`src/hdl/pcfj_dly.sv`:
```
// Enabled delay line for side data that travels alongside the arithmetic.
`default_nettype none

module pcfj_dly #(
	parameter int DW = 8,
	parameter int N  = 2
) (
	input  logic          clk,
	input  logic          en,
	input  logic [DW-1:0] d,
	output logic [DW-1:0] q
);

	logic [DW-1:0] sr_q [N];

	always_ff @(posedge clk) begin
		if (en) begin
			sr_q[0] <= d;
			for (int k = 1; k < N; k++) begin
				sr_q[k] <= sr_q[k-1];
			end
		end
	end

	assign q = sr_q[N-1];

endmodule

`default_nettype wire

```
`config.mk`:
```
export PLATFORM = sky130hd
export DESIGN_NAME = pcfj_dly
export DESIGN_NICKNAME = d
export VERILOG_FILES = /design/src/hdl/pcfj_dly.sv
export SDC_FILE = /design/constraint.sdc
export NUM_CORES = 1
export LEC_CHECK = 0
export ABC_AREA = 1
export BUFFER_PORTS_ARGS = -buffer_cell sky130_fd_sc_hd__buf_2
export CAP_MARGIN = 15
export CELL_PAD_IN_SITES_DETAIL_PLACEMENT = 1
export CELL_PAD_IN_SITES_GLOBAL_PLACEMENT = 1
export CORE_MARGIN = 1
export CORE_UTILIZATION = 37
export CTS_BUF_LIST = sky130_fd_sc_hd__clkbuf_4 sky130_fd_sc_hd__clkbuf_8
export DETAILED_ROUTE_END_ITERATION = 16
export PLACE_DENSITY = 0.71
export SLEW_MARGIN = 20
export SYNTH_ARGS = -nofsm -noshare
export SYNTH_HDL_FRONTEND = slang
export SYNTH_SLANG_ARGS = --single-unit
```
`constraint.sdc`:
```
create_clock -name clk -period 0.8 [get_ports clk]
set_input_delay 0.08 -clock clk [delete_from_list [all_inputs] [get_ports clk]]
set_output_delay 0.08 -clock clk [all_outputs]
set_load 0.02 [all_outputs]
```
==> results.cfg <==
[die]
die-height_um = 40.2
die_width_um = 40.2
placeableCoreArea_mm2 = 0.00133
boundaryPins = 18
core.rowCount = 13
initial_core_util = 0.405
die-area_mm2 = 0.00162

[drt]
route.vias.total = 254
post_drt_via_cell_ratio = 4.31
drt_first_iter_violations = 1
avgRoutedWirePerCell_um = 13.7
routed_wl_um = 807
drc_errors = 0
postRouteAntennaNets = 0
drtPass1Iterations = 2

[min_path]
hp-class = input pin to register

[cts]
clock_tree.htree_level_count = 1
clkSinkCount = 16
clock_insertion_delay_worst_skew_ns = 0.27
tritoncts.num_buffers = 3
cts_tree = done
clock_tree.buffer_depth = 2
path_clk_slew_ns = 0.08
clockRootBuffer = sky130_fd_sc_hd__clkbuf_4

[critical_path]
critical_path.top_delay_family = flip-flops
critical_setup_path_class = register to primary output
cp-start-kind = register
worst_ep_arrival_time_ns = 0.82
critPathSlowestCell = sky130_fd_sc_hd__edfxtp_1
worst_setup_path_end_kind = primary output
critical_path.cell_chain = buf_2
critical_path_peak_fanout = 1
crit_path_max_incr_delay_ns = 0.38
critical_path_required_ns = 0.72
worst-path-buf-inv = 1

[cells_and_area]
layout.cells.most_common = sky130_fd_sc_hd__edfxtp_1
largest_reg_flops = 16
finalNonFillerCells = 59
final_cell_mix = sky130_fd_sc_hd__edfxtp_1 (16), sky130_fd_sc_hd__buf_2 (13), sky130_fd_sc_hd__dlygate4sd3_1 (8)
finalNetCount = 56
flow.area_growth_from_synthesis_pct = 31.7
seq_area_um2 = 480
multiInputCombCellCount = 0
fin_area_um2 = 712
largest-register = sr_q
fillerInstances = 123
reg_top3 = sr_q x16
layout.core_utilization = 0.534
fraction_of_final_layout_cells_with_drive_strength_greater_than_1 = 0.455
multiInputGateArea_um2 = 0
n_antenna_cell = 0

[synth]
synth.area.mux_share = 0
postSynthRegisterBits = 16
sequential_cell_area_fraction_in_the_yosys_report = 0.889
synthSimpleGateAreaFrac = 0
distinct_cell_type_count_after_synthesis = 2
syn_avg_cell_area_um2 = 22.5
synth_area_leader_cell = sky130_fd_sc_hd__edfxtp_1
synth_warnings = 0
synth_compound_area_frac = 0
synth_xor_xnor_area_share = 0
synth_top_family_by_area = buffers and inverters
mappedNetlistNets = 34
syn-instance-count = 24
synth_fa_ha_area_frac = 0
synth.cell_area_um2 = 541
yosys-top-cells-area = sky130_fd_sc_hd__edfxtp_1 (89%), sky130_fd_sc_hd__buf_4 (11%)
synth.top_cell.area_share = 0.889

[placed_design]
placed_area_um2 = 584
placed_cells_incl_taps = 48
finalWeightedCongestion = 0.590
place_ws_ns = 0.0743
count_of_input_and_output_buffers = 17

[timing]
worst_path_setup_slack_after_routing_ns = -0.100
final_number_of_setup_violating_endpoints = 8
tightest_slew_ns = 0.332
skew_ns = 0.00383
final_period_minus_worst_setup_slack_ns = 0.900
timing.fmax_mhz = 1110
hold-worst-slack_ns = 0.218
final-hold-violation-count = 0
final_max_slew_viol_count = 0
rsz0062_at_grt = true
post-route-period-util = 1.13
timing.slew.headroom = 0.779

[power_and_ir_drop]
power.share.clock = 0.254
power_report.internal_total_mw = 1.24
power_per_standard_cell_area_mw_per_mm2 = 2170
max-vdd-ir-drop_mv = 0.990
leakage_nw = 0.279
power_switching_mw = 0.306
share_seq_of_total_power = 0.656
power_frac_comb = 0.090
netSwitchingFraction = 0.198

[run_status]
run_status = finished with violations
violated_checks = negative setup slack

[grt]
antenna_found_initial = 0
grt_pass1_vias = 260
grt_start_max_net_pins = 17
first_pass_grt_wire_length_mm = 1.08
groute.usage.overall = 0.119
globalRouteOverflowTotal = 0

[run]
max_cap_viol_count = 0
final timing paths:
| kind | end | cells after the start | startpoint | slack, ns |
|---|---|---|---|---|
| setup / recovery | q[4] | 1 | sr_q[0][12]$_DFFE_PP_ | -0.10 |
| hold / removal | sr_q[0][7]$_DFFE_PP_ | 1 | en | 0.22 |
| setup reg to reg | sr_q[0][15]$_DFFE_PP_ | 0 | sr_q[0][7]$_DFFE_PP_ | 0.15 |
| hold reg to reg | sr_q[0][8]$_DFFE_PP_ | 0 | sr_q[0][0]$_DFFE_PP_ | 0.44 |
cell type report:
cell class,instances,share of cell area
Sequential cell,16,0.675
Timing Repair Buffer,25,0.267
Clock buffer,3,0.0316
Tap cell,15,0.0264
cell usage after synthesis:
cell type and count:
sky130_fd_sc_hd__edfxtp_1 16, sky130_fd_sc_hd__buf_4 8
power by group through the flow:
stage	sequential, mW	clock, mW	combinational [mW]
final	1.01	0.393	0.139
after global routing	1.02	0.435	0.151
after CTS	1.01	0.409	0.124
after detailed placement	1.03	0	0.0951
after global placement	1.02	0	0.0924
after floorplan	1.02	0	0.0723
what timing repair did:
| item | 4_1_cts | 5_1_grt |
|---|---|---|
| setup endpoints to repair | 8 | 8 |
| buffers inserted | 0 | 0 |
| endpoints found under the hold margin | 8 | 0 |
| hold buffers | 8 | 0 |
| resized for setup | 0 | 8 |
metal layers:
metal | vias to the layer above | GRT usage | routed length, um
li1 | 121 | - | -
met1 | 118 | 0.0929 | 281
met2 | 15 | 0.242 | 468
met3 | 0 | 0.0333 | 57
met4 | 0 | 0.0750 | 0
met5 | - | 0 | 0
per-stage QoR:
step / setup TNS, ns / power [mW]
floorplan: 0 / 1.09
global placement: 0 / 1.11
detailed placement: 0 / 1.13
CTS: -0.849 / 1.55
global route: -0.972 / 1.61
finish: -0.706 / 1.55
logic make-up (layout without fill, tap and decap cells):
group,Yosys count,count (layout)
flops,16,16
buf+inv,8,28
Note: power is estimated with default switching activity, not from simulation.
