--- config.mk ---
export PLATFORM = sky130hd
export DESIGN_NAME = pcfj_sqrt
export DESIGN_NICKNAME = d
export VERILOG_FILES = /design/src/hdl/pcfj_sqrt.sv
export SDC_FILE = /design/constraint.sdc
export NUM_CORES = 2
export LEC_CHECK = 0
export BUFFER_PORTS_ARGS = -buffer_cell sky130_fd_sc_hd__buf_2
export CELL_PAD_IN_SITES_DETAIL_PLACEMENT = 1
export CELL_PAD_IN_SITES_GLOBAL_PLACEMENT = 1
export CORE_ASPECT_RATIO = 1.25
export CORE_MARGIN = 1.5
export CORE_UTILIZATION = 53
export DETAILED_ROUTE_END_ITERATION = 8
export PLACE_DENSITY = 0.88
export SETUP_SLACK_MARGIN = 0.5
export SLEW_MARGIN = 10
export SYNTH_ARGS = -nofsm -noshare
export SYNTH_HDL_FRONTEND = slang
export SYNTH_SLANG_ARGS = --single-unit
--- constraint.sdc ---
create_clock -name clk -period 4.98 [get_ports clk]
set_input_delay 0.996 -clock clk [delete_from_list [all_inputs] [get_ports clk]]
set_output_delay 0.996 -clock clk [all_outputs]
set_load 0.005 [all_outputs]
--- src/hdl/pcfj_sqrt.sv ---
// Pipelined integer square root, one root bit per stage.
`default_nettype none

module pcfj_sqrt #(
	parameter int RW = 32
) (
	input  logic            clk,
	input  logic            en,
	input  logic [2*RW-1:0] rad,
	output logic [RW-1:0]   root
);

	logic [RW+1:0]   rem_s  [RW-1];
	logic [2*RW-1:0] rad_s  [RW-1];
	logic [RW-1:0]   root_s [RW];

	genvar k;
	for (k = 0; k < RW; k++) begin : g_stage
		logic [RW+1:0]   rem_i;
		logic [2*RW-1:0] rad_i;
		logic [RW-1:0]   root_i;
		logic [RW+1:0]   t;
		logic [RW+1:0]   trial;
		logic            ge;

		if (k == 0) begin : g_first
			assign rem_i  = '0;
			assign rad_i  = rad;
			assign root_i = '0;
		end else begin : g_next
			assign rem_i  = rem_s[k-1];
			assign rad_i  = rad_s[k-1];
			assign root_i = root_s[k-1];
		end

		// remainder stays below 2^RW before the shift
		assign t     = {rem_i[RW-1:0], rad_i[2*RW-1 -: 2]};
		assign trial = {root_i, 2'b01};
		assign ge    = (t >= trial);

		always_ff @(posedge clk) begin
			if (en) begin
				root_s[k] <= {root_i[RW-2:0], ge};
			end
		end

		if (k < RW - 1) begin : g_carry
			always_ff @(posedge clk) begin
				if (en) begin
					rem_s[k] <= ge ? (t - trial) : t;
					rad_s[k] <= {rad_i[2*RW-3:0], 2'b00};
				end
			end
		end
	end

	assign root = root_s[RW-1];

endmodule

`default_nettype wire

==> flow_summary.yaml <==
place:
  place_congestion: 0.954
  placed_area_sq_um: 118000
  place_inst: 11500
  place.detailed.hpwl_um: 198000
  numPortBuffers: 97
final_layout:
  final_util: 0.593
  area_growth_pct: 10.9
  drive_gt1_frac: 0.0738
  instances_no_fill: 11900
  fin_area_sq_um: 126000
  fin_nets: 9583
routing:
  wl_um: 277000
  vias: 70200
  drtIter0Drc: 3931
  routedWlPerCell_um: 23.2
  drt_first_pass_iters: 5
  ant_nets: 0
  viasPerCell: 5.88
  drc: 0
yosys:
  yosysSeqAreaShare: 0.652
  synth_area_per_cell_sq_um: 13.1
  yosys-top-cells-area: "edfxtp_1 65%, ha_1 6.2%, xnor2_1 3.2%"
  synth-warning-count: 0
  ys.flop_type: "edfxtp_1"
  syn-num-nets: 9299
  synth.most_common_cell: "edfxtp_1"
  synth-seq-cells: 2465
  synth-edff-count: 2465
  synth_top_area_share: 0.652
  synth_top_area_cell: "edfxtp_1"
  netlist_instances: 8672
  async_reset_ff_frac: 0
  synth_cell_type_count: 85
  syn_area_sq_um: 113000
  synth_common_cells: "2,465 x edfxtp_1, 667 x inv_1, 590 x nor2_1, 582 x a21oi_1, 564 x nand2_1"
setup_path:
  critical-path-slowest-cell: "nor4b_1"
  crit_type: "flop to flop"
  crit_chain: "ha_1, a211o_1, a21oi_1, nand2_1, a2111oi_1, buf_4, nor3_1, o21ai_1, nor4b_1, o31ai_1, a2111oi_1, xor2_1"
  worst_ep_arrival_time_ns: 4.96
  cp_slowest_stage_delay_ns: 0.70
  crit_fanout: 5
  timing.critical_path.mode_cell: "a2111oi_1"
  crit_buf_inv: 1
  cpLargestDelayFamily: "compound AO/OA/AOI/OAI gates"
  cp-end-kind: "flop"
  worst_setup_path_start_kind: "flop"
  rrSetupSlack_ns: 0.59
  cp.required_ns: 5.56
global_routing:
  grt_pass1_wl_um: 425000
  grt_pass1_vias: 77500
  grt_max_degree: 119
  grt_antenna_before_repair: 4
  grt_usage: 0.250
  overflow: 0
sta:
  skew_ns: 0.0662
  clock.fmax_mhz: 228
  worst_pin_slew_ns: 1.14
  slew_headroom: 0.242
  final_max_slew_viol_count: 0
  rsz0062_at_grt: "no"
  hold_violations: 0
  tns_ns: 0
  min_period_ns: 4.39
  setup_violations: 0
  finalCritPeriodShare: 0.881
pwr:
  p_int_mw: 42.1
  p_per_area_nw_per_um2: 473
  p_leak_nw: 48.3
  p_clk_frac: 0.307
  combinationalPowerShare: 0.222
  peakVddDrop_mv: 0.353
  p_sw_mw: 17.5
  p_seq_frac: 0.471
  p_sw_frac: 0.293
cts:
  cts_buffer_depth: 4
  htreeDepth: 4
  clock-sinks: 2465
  clk_pin_slew_worst_paths_ns: 0.07
  cts_tree: "built"
  cts_buffers: 241
  cts_root_buf: "clkbuf_16"
  clock_latency_ns: 0.88
floorplanning:
  die_h_um: 520
  core_sq_um: 212000
  start_util: 0.534
  row_count: 189
  die-area_sq_um: 217000
  die_x_um: 417
  pin_count: 98
run:
  drv_cap: 0
hold_path:
  min_path_type: "primary input to flop"
run_status:
  status: "finished clean"
## sequential cells by signal (all words and copies together) (netlist names)
signal  count
rad_s     992
rem_s     945
root_s    528
## repair_timing
| item | CTS | global route |
|---|---|---|
| endpoints found under the setup margin | 0 | 61 |
| setup buffers | 0 | 0 |
| hold buffers | 0 | 0 |
| gates resized for setup | 0 | 12 |
## cell usage in the layout, fill, tap and decap left out, types with 89 or more instances in the layout
cell type / count
nor2b_1: 92
nand3_1: 130
nand2_1: 564
inv_1: 667
nor4_1: 89
o21ai_0: 387
buf_2: 96
xnor2_1: 414
ha_1: 561
xor2_1: 375
o21a_1: 100
a21o_1: 240
clkbuf_16: 245
a21oi_1: 580
nand2b_1: 122
nor2_1: 588
edfxtp_1: 2465
nor3_1: 191
## per-stage QoR
stage	hold WS (ns)	setup WS [ns]	total power, mW
floorplan	0.400	1.33	36.8
global placement	0.401	0.544	40.4
detailed placement	0.405	0.452	41.3
CTS	0.189	0.522	59.8
global route	0.224	0.496	62.0
finish	0.255	0.594	59.5
## kinds of logic (layout without fill, tap and decap cells)
family / count (synthesis) / in the layout / synth area share
flip-flops: 2465 / 2465 / 0.652
AND/OR/NAND/NOR: 2207 / 2207 / 0.0952
AO/OA/AOI/OAI: 1742 / 1743 / 0.0941
buffers and inverters: 824 / 1303 / 0.0273
XOR/XNOR: 789 / 789 / 0.0609
adder cells (fa/ha/maj): 561 / 561 / 0.0619
multiplexers: 83 / 83 / 0.00817
other: 1 / 8 / 0.0000330
## per-layer routing
layer  vias up  GRT usage  wire, um
li1      32500          -         -
met1     35000      0.227     89400
met2      1725      0.503    157000
met3       937     0.0294      8330
met4         0      0.171     21400
met5         -          0         0
## power by group through the flow
stage / clock network (mW) / registers (mW) / logic (mW)
final: 18.3 / 28.1 / 13.2
after global routing: 19.2 / 28.3 / 14.5
after CTS: 18.6 / 28.0 / 13.1
after detailed placement: 0 / 28.4 / 12.9
after global placement: 0 / 28.2 / 12.2
after floorplan: 0 / 27.7 / 9.10
## layout make-up
type | instances | area (sq um)
fill | 20600 | 86500
antenna | 7 | 17.5
tap | 2769 | 3460
clock buffer | 279 | 6260
multi-input combinational | 5384 | 36500
timing repair buffer | 194 | 1530
sequential | 2465 | 74000
clock inverter | 160 | 1550
inverter | 670 | 2510
## final timing paths
kind | from | endpoint | cells past startpoint
max | rem_s[12][37]$_DFFE_PP_ | rem_s[13][29]$_DFFE_PP_ | 12
min | rad[39] | rad_s[0][39]$_DFFE_PP_ | 1
min reg2reg | rad_s[0][33]$_DFFE_PP_ | rad_s[0][97]$_DFFE_PP_ | 0
max reg2reg | rem_s[12][37]$_DFFE_PP_ | rem_s[13][29]$_DFFE_PP_ | 12
No activity file was read; power rests on OpenSTA's default activity.
