### config.mk
export PLATFORM = sky130hd
export DESIGN_NAME = pcfj_mul
export DESIGN_NICKNAME = d
export VERILOG_FILES = /design/src/hdl/pcfj_pkg.sv /design/src/hdl/pcfj_mul.sv
export SDC_FILE = /design/constraint.sdc
export NUM_CORES = 2
export LEC_CHECK = 0
export BUFFER_PORTS_ARGS = -buffer_cell sky130_fd_sc_hd__buf_4
export CAP_MARGIN = 10
export CORE_ASPECT_RATIO = 1.25
export CORE_MARGIN = 2
export CORE_UTILIZATION = 67
export CTS_BUF_LIST = sky130_fd_sc_hd__clkbuf_8
export CTS_CLUSTER_SIZE = 24
export DETAILED_ROUTE_END_ITERATION = 16
export PLACE_DENSITY = 0.94
export SLEW_MARGIN = 20
export SYNTH_ARGS = -nofsm -noshare
export SYNTH_HDL_FRONTEND = slang
export SYNTH_SLANG_ARGS = --single-unit
### constraint.sdc
create_clock -name clk -period 9.9 [get_ports clk]
set_input_delay 0.495 -clock clk [delete_from_list [all_inputs] [get_ports clk]]
set_output_delay 0.495 -clock clk [all_outputs]
set_load 0.005 [all_outputs]
### src/hdl/pcfj_pkg.sv
// Shared constants for the penalty contact force and Jacobian unit.
`default_nettype none

package pcfj_pkg;

	localparam int CFG_W     = 31;          // activation distance and penalty gain
	localparam int DIM_W     = 2;           // dimension register
	localparam int IDX_W     = 2;           // configuration register index
	localparam int PROD_W    = 2 * CFG_W;   // penalty * gap, penalty * activation
	localparam int NUM_AXES  = 3;
	localparam int NUM_PROD  = 6;           // xx yy zz xy xz yz
	localparam int MUL_CHUNK = 32;          // largest multiplier slice

	localparam logic [IDX_W-1:0] REG_DIMENSION = 2'd0;
	localparam logic [IDX_W-1:0] REG_ACT_DIST  = 2'd1;
	localparam logic [IDX_W-1:0] REG_PENALTY   = 2'd2;

	localparam logic [DIM_W-1:0] DIM_RESET = 2'd3;
	localparam logic [CFG_W-1:0] ACT_RESET = 31'd65536;
	localparam logic [CFG_W-1:0] PEN_RESET = 31'd65536;

endpackage

`default_nettype wire

### src/hdl/pcfj_mul.sv
// Two-stage unsigned multiplier built from 32x32 slices.
`default_nettype none

module pcfj_mul
	import pcfj_pkg::*;
#(
	parameter int AW = 32,
	parameter int BW = 32
) (
	input  logic             clk,
	input  logic             en,
	input  logic [AW-1:0]    a,
	input  logic [BW-1:0]    b,
	output logic [AW+BW-1:0] p
);

	localparam int AN = (AW + MUL_CHUNK - 1) / MUL_CHUNK;
	localparam int BN = (BW + MUL_CHUNK - 1) / MUL_CHUNK;
	localparam int FW = (AN + BN) * MUL_CHUNK;
	localparam int PPW = 2 * MUL_CHUNK;

	logic [AN*MUL_CHUNK-1:0] a_x;
	logic [BN*MUL_CHUNK-1:0] b_x;
	logic [PPW-1:0]          pp_s1 [AN*BN];
	logic [FW-1:0]           sum_c;
	logic [AW+BW-1:0]        p_s2;

	assign a_x = (AN*MUL_CHUNK)'(a);
	assign b_x = (BN*MUL_CHUNK)'(b);

	always_ff @(posedge clk) begin
		if (en) begin
			for (int i = 0; i < AN; i++) begin
				for (int j = 0; j < BN; j++) begin
					pp_s1[i*BN+j] <= PPW'(a_x[i*MUL_CHUNK +: MUL_CHUNK])
						* PPW'(b_x[j*MUL_CHUNK +: MUL_CHUNK]);
				end
			end
		end
	end

	// at most four partial products for the widths used here
	always_comb begin
		sum_c = '0;
		for (int i = 0; i < AN; i++) begin
			for (int j = 0; j < BN; j++) begin
				sum_c = sum_c + (FW'(pp_s1[i*BN+j]) << (MUL_CHUNK * (i + j)));
			end
		end
	end

	always_ff @(posedge clk) begin
		if (en) begin
			p_s2 <= sum_c[AW+BW-1:0];
		end
	end

	assign p = p_s2;

endmodule

`default_nettype wire

==> tab_implementation.tex <==
\begin{tabular}{lr}
\hline
Metric & Value \\
\hline
\multicolumn{2}{l}{\textbf{Outcome}} \\
Outcome & finished, final reports clean \\
\multicolumn{2}{l}{\textbf{Logic synthesis}} \\
Mapped Area & 37100 µm² \\
Sequential-to-total area share from yosys stat & 10.4\% \\
Synth Area in Compound Gates & between 3 and 4\% \\
Post-Synthesis Cells & 3791 \\
Synthesized area divided by synthesized cell count & 9.79 µm² \\
Synth Net Count & 5016 \\
Yosys synthesis warning count & 0 \\
Post-synthesis share of cell area spent on full adders, half adders and majority gates & 57.2\% \\
Post-synthesis sequential element count & between 100 and 150 \\
Fraction of the mapped netlist area in simple logic gates & $\sim$16\% \\
Count of flip-flops with a built-in enable after synthesis & 128 \\
Predominant post-synthesis flop cell & sky130\_fd\_sc\_hd\_\_edfxtp\_1 \\
Share of synthesized area spent on multiplexers & 0.0270\% \\
Share of synthesized registers carrying an async set or reset & 0\% \\
Largest family of logic cells by synthesized area & adder cells \\
Synthesized-area fraction occupied by xor and xnor cells & 1.46\% \\
Number of distinct standard cells referenced by the synthesized netlist & 71 \\
\multicolumn{2}{l}{\textbf{STA}} \\
RSZ-0062 raised after global routing & false \\
Shortest clock period the worst path allows after layout & between 8 and 9 ns \\
Worst clock skew & roughly 0.018 ns \\
Actual slew at the worst max-slew pin & 1.02 ns \\
Final worst-path cycle share & between 80\% and 90\% \\
Sum of negative setup slack & 0 ns \\
Final hold violations & 0 \\
Relative slew margins & a little under a third \\
Upper clock frequency limit & 120 MHz \\
Max-slew violation count & 0 \\
Total setup violations reported at the end of the flow & 0 \\
\multicolumn{2}{l}{\textbf{Worst setup path}} \\
Worst setup path category & in -> reg \\
CP max-delay cell & sky130\_fd\_sc\_hd\_\_fa\_1 \\
Most frequent cell on the critical path & sky130\_fd\_sc\_hd\_\_fa\_1 \\
Worst reg-to-reg path cell count & 0 \\
Endpoint of the lowest-slack register-to-register path & p[42] \\
Slack of the worst reg-to-reg path & 9.21 ns \\
Kind of cell with the highest combined delay on the critical path & adder cells \\
Crit path DAT & 8.58 ns \\
CP peak stage delay & 0.75 ns \\
Crit Reg-Reg Startpoint & pp\_s1[0][42] \\
Maximum fanout count along the critical path & 32 \\
Worst Path Required & 10.16 ns \\
Element type at the critical path end & register \\
Crit path buffers/inverters & 5 \\
Crit path launch type & input pin \\
\multicolumn{2}{l}{\textbf{Routing}} \\
Avg WL per Cell & 22.5 µm \\
Detailed-route via count & 27400 \\
Vias per inst & 6.12 \\
Count of antenna-violating nets left after detailed routing & 0 \\
Initial DRT Pass Iterations & 8 \\
Post-route DRC & 0 \\
Final wirelength & 101000 µm \\
Starting DRC count in detailed routing & about 2800 \\
\multicolumn{2}{l}{\textbf{Floorplanning}} \\
Core Area & approximately 55000 µm² \\
DIE AREA & 57300 µm² \\
IO Pins & between 100 and 150 \\
Width of the chip & 214 µm \\
Die boundary height & 267 µm \\
Starting density of the core & 67.7\% \\
Row Count & 96 \\
\multicolumn{2}{l}{\textbf{Clocking}} \\
Depth of the CTS H-tree & 4 \\
Clock tree from TritonCTS & built \\
Post-CTS setup-driven buffer insertion count & 0 \\
Number of cells upsized or downsized after cts & 0 \\
Clock Sinks & 128 \\
Longest Clk Path Bufs & 2 \\
Clock Latency Late Sink & just over 0.5 ns \\
CTS Hold Bufs & 0 \\
CTS buffer count & 17 \\
Register clock-pin slew on the reported worst setup and hold paths & roughly 0.090 ns \\
Master cell of the clock root buffer & sky130\_fd\_sc\_hd\_\_clkbuf\_8 \\
\multicolumn{2}{l}{\textbf{Hold path}} \\
Instance count along the most critical hold path & 0 \\
Sink of the worst hold path & p[22] \\
Hold path startpoint & pp\_s1[0][22] \\
Hold Path Class & reg -> reg \\
\multicolumn{2}{l}{\textbf{Global routing}} \\
Antenna violations before repair & 4 \\
Overall fraction of global-route tracks in use & 37.3\% \\
Global route overflow & 0 \\
Number of global-route vias before repair & $\sim$32000 \\
Global-route wire length before repair & 162000 µm \\
Pin count of the biggest net entering global routing & between 70 and 80 \\
\multicolumn{2}{l}{\textbf{Job}} \\
Max-cap check violation count & 0 \\
\multicolumn{2}{l}{\textbf{Place}} \\
Number of placed instances with taps included & 4442 \\
Placed wire-length estimate & 76800 µm \\
Count of buffers inserted at the top-level ports & about 130 \\
Last weighted congestion value of the routability-driven placer & 0.950 \\
\multicolumn{2}{l}{\textbf{Layout}} \\
Net total in the final layout & 4951 \\
Proportion of layout cells with a drive suffix above 1 & roughly 4.8\% \\
Post-synthesis to final-layout area growth & 3.80\% \\
Non-filler cells, final & 4478 \\
\hline
\end{tabular}
## registers in the layout, indices dropped and copies added (netlist names)
register	cells
p	64
pp_s1	64
## how the worst max path moves through the flow
| stage | from | endpoint | slack, ns | depth (start not counted) |
|---|---|---|---|---|
| 2_1_floorplan | b[9] | pp_s1[0][60] | 2.08 | 26 |
| 3_3_place_gp | b[9] | pp_s1[0][60] | 1.53 | 25 |
| 3_5_place_dp | b[8] | pp_s1[0][60] | 1.34 | 25 |
| 4_1_cts | b[8] | pp_s1[0][60] | 1.87 | 25 |
| 5_1_grt | a[16] | pp_s1[0][60] | 1.46 | 25 |
| 6_report | b[8] | pp_s1[0][60] | 1.58 | 25 |
## layout by cell type (no fill, tap or decap), types with 3 or more instances in the layout
cell	instances
sky130_fd_sc_hd__nor3_1	7
sky130_fd_sc_hd__inv_1	861
sky130_fd_sc_hd__o21ai_0	36
sky130_fd_sc_hd__inv_8	5
sky130_fd_sc_hd__buf_4	130
sky130_fd_sc_hd__nand4_1	18
sky130_fd_sc_hd__inv_6	7
sky130_fd_sc_hd__o21bai_1	9
sky130_fd_sc_hd__a31oi_1	15
sky130_fd_sc_hd__nor2_1	31
sky130_fd_sc_hd__a21oi_1	65
sky130_fd_sc_hd__nand3_1	10
sky130_fd_sc_hd__and2_1	599
sky130_fd_sc_hd__nand2b_1	3
sky130_fd_sc_hd__edfxtp_1	128
sky130_fd_sc_hd__diode_2	4
sky130_fd_sc_hd__clkbuf_8	17
sky130_fd_sc_hd__o21ai_1	4
sky130_fd_sc_hd__nor2b_1	3
sky130_fd_sc_hd__and3_1	8
sky130_fd_sc_hd__a211oi_1	4
sky130_fd_sc_hd__a21o_1	32
sky130_fd_sc_hd__xor2_1	27
sky130_fd_sc_hd__nand2_1	473
sky130_fd_sc_hd__ha_1	263
sky130_fd_sc_hd__xnor2_1	35
sky130_fd_sc_hd__fa_1	896
sky130_fd_sc_hd__o21a_1	4
## cell usage after synthesis (2+ instances only)
master	n	area (µm²)
sky130_fd_sc_hd__a211o_1	2	17.5
sky130_fd_sc_hd__a211oi_1	4	30.0
sky130_fd_sc_hd__a21o_1	32	240
sky130_fd_sc_hd__a21o_2	2	17.5
sky130_fd_sc_hd__a21oi_1	65	325
sky130_fd_sc_hd__a221oi_1	2	17.5
sky130_fd_sc_hd__a31oi_1	15	93.8
sky130_fd_sc_hd__and2_1	599	3750
sky130_fd_sc_hd__and3_1	8	50.1
sky130_fd_sc_hd__buf_4	4	30.0
sky130_fd_sc_hd__clkbuf_1	204	766
sky130_fd_sc_hd__clkbuf_8	3	41.3
sky130_fd_sc_hd__edfxtp_1	128	3840
sky130_fd_sc_hd__fa_1	896	17900
sky130_fd_sc_hd__ha_1	263	3290
sky130_fd_sc_hd__inv_1	861	3230
sky130_fd_sc_hd__nand2_1	473	1780
sky130_fd_sc_hd__nand2b_1	3	18.8
sky130_fd_sc_hd__nand3_1	10	50.1
sky130_fd_sc_hd__nand4_1	18	113
sky130_fd_sc_hd__nor2_1	31	116
sky130_fd_sc_hd__nor2b_1	3	18.8
sky130_fd_sc_hd__nor3_1	7	35.0
sky130_fd_sc_hd__o21a_1	4	30.0
sky130_fd_sc_hd__o21ai_0	36	180
sky130_fd_sc_hd__o21ai_1	4	20.0
sky130_fd_sc_hd__o21bai_1	9	67.6
sky130_fd_sc_hd__o31ai_1	2	15.0
sky130_fd_sc_hd__xnor2_1	35	307
sky130_fd_sc_hd__xor2_1	27	236
## layout make-up
cell class                      count  area (µm²)
Antenna cell                        4        10.0
Clock buffer                       17         234
Clock inverter                     15         163
Fill cell                        3563       16300
Inverter                          861        3230
Multi-Input combinational cell   2588       29100
Sequential cell                   128        3840
Tap cell                          735         920
Timing Repair Buffer              130         976
## kinds of logic (layout without fill, tap and decap cells)
family                   Yosys count  after routing
adder cells (fa/ha/maj)         1159           1159
AND/OR/NAND/NOR                 1164           1164
flip-flops                       128            128
AO/OA/AOI/OAI                    202            202
other                              0              4
XOR/XNOR                          62             62
multiplexers                       1              1
buffers and inverters           1075           1023
## metrics by stage
stage	area (µm²)	hold WS (ns)	util [%]	worst slack [ns]
after floorplan	37100	0.400	-	2.08
after global placement	38100	0.400	69.6	1.53
after detailed placement	38100	0.405	69.6	1.34
after CTS	38500	0.422	70.3	1.87
after global routing	38500	0.428	70.3	1.46
final	38500	0.422	70.3	1.58
## layer usage
layer	vias up	track usage [%]	part of all wire, %
met4	4	34.3	11
met1	13700	38.9	30
met3	780	8.75	9.6
met2	1952	62.8	49
li1	10900	-	-
met5	-	0	0.027
Power is left out: the tool's default activity adds up to more than one toggle a clock period on the data nets, which glitch-free logic cannot reach.
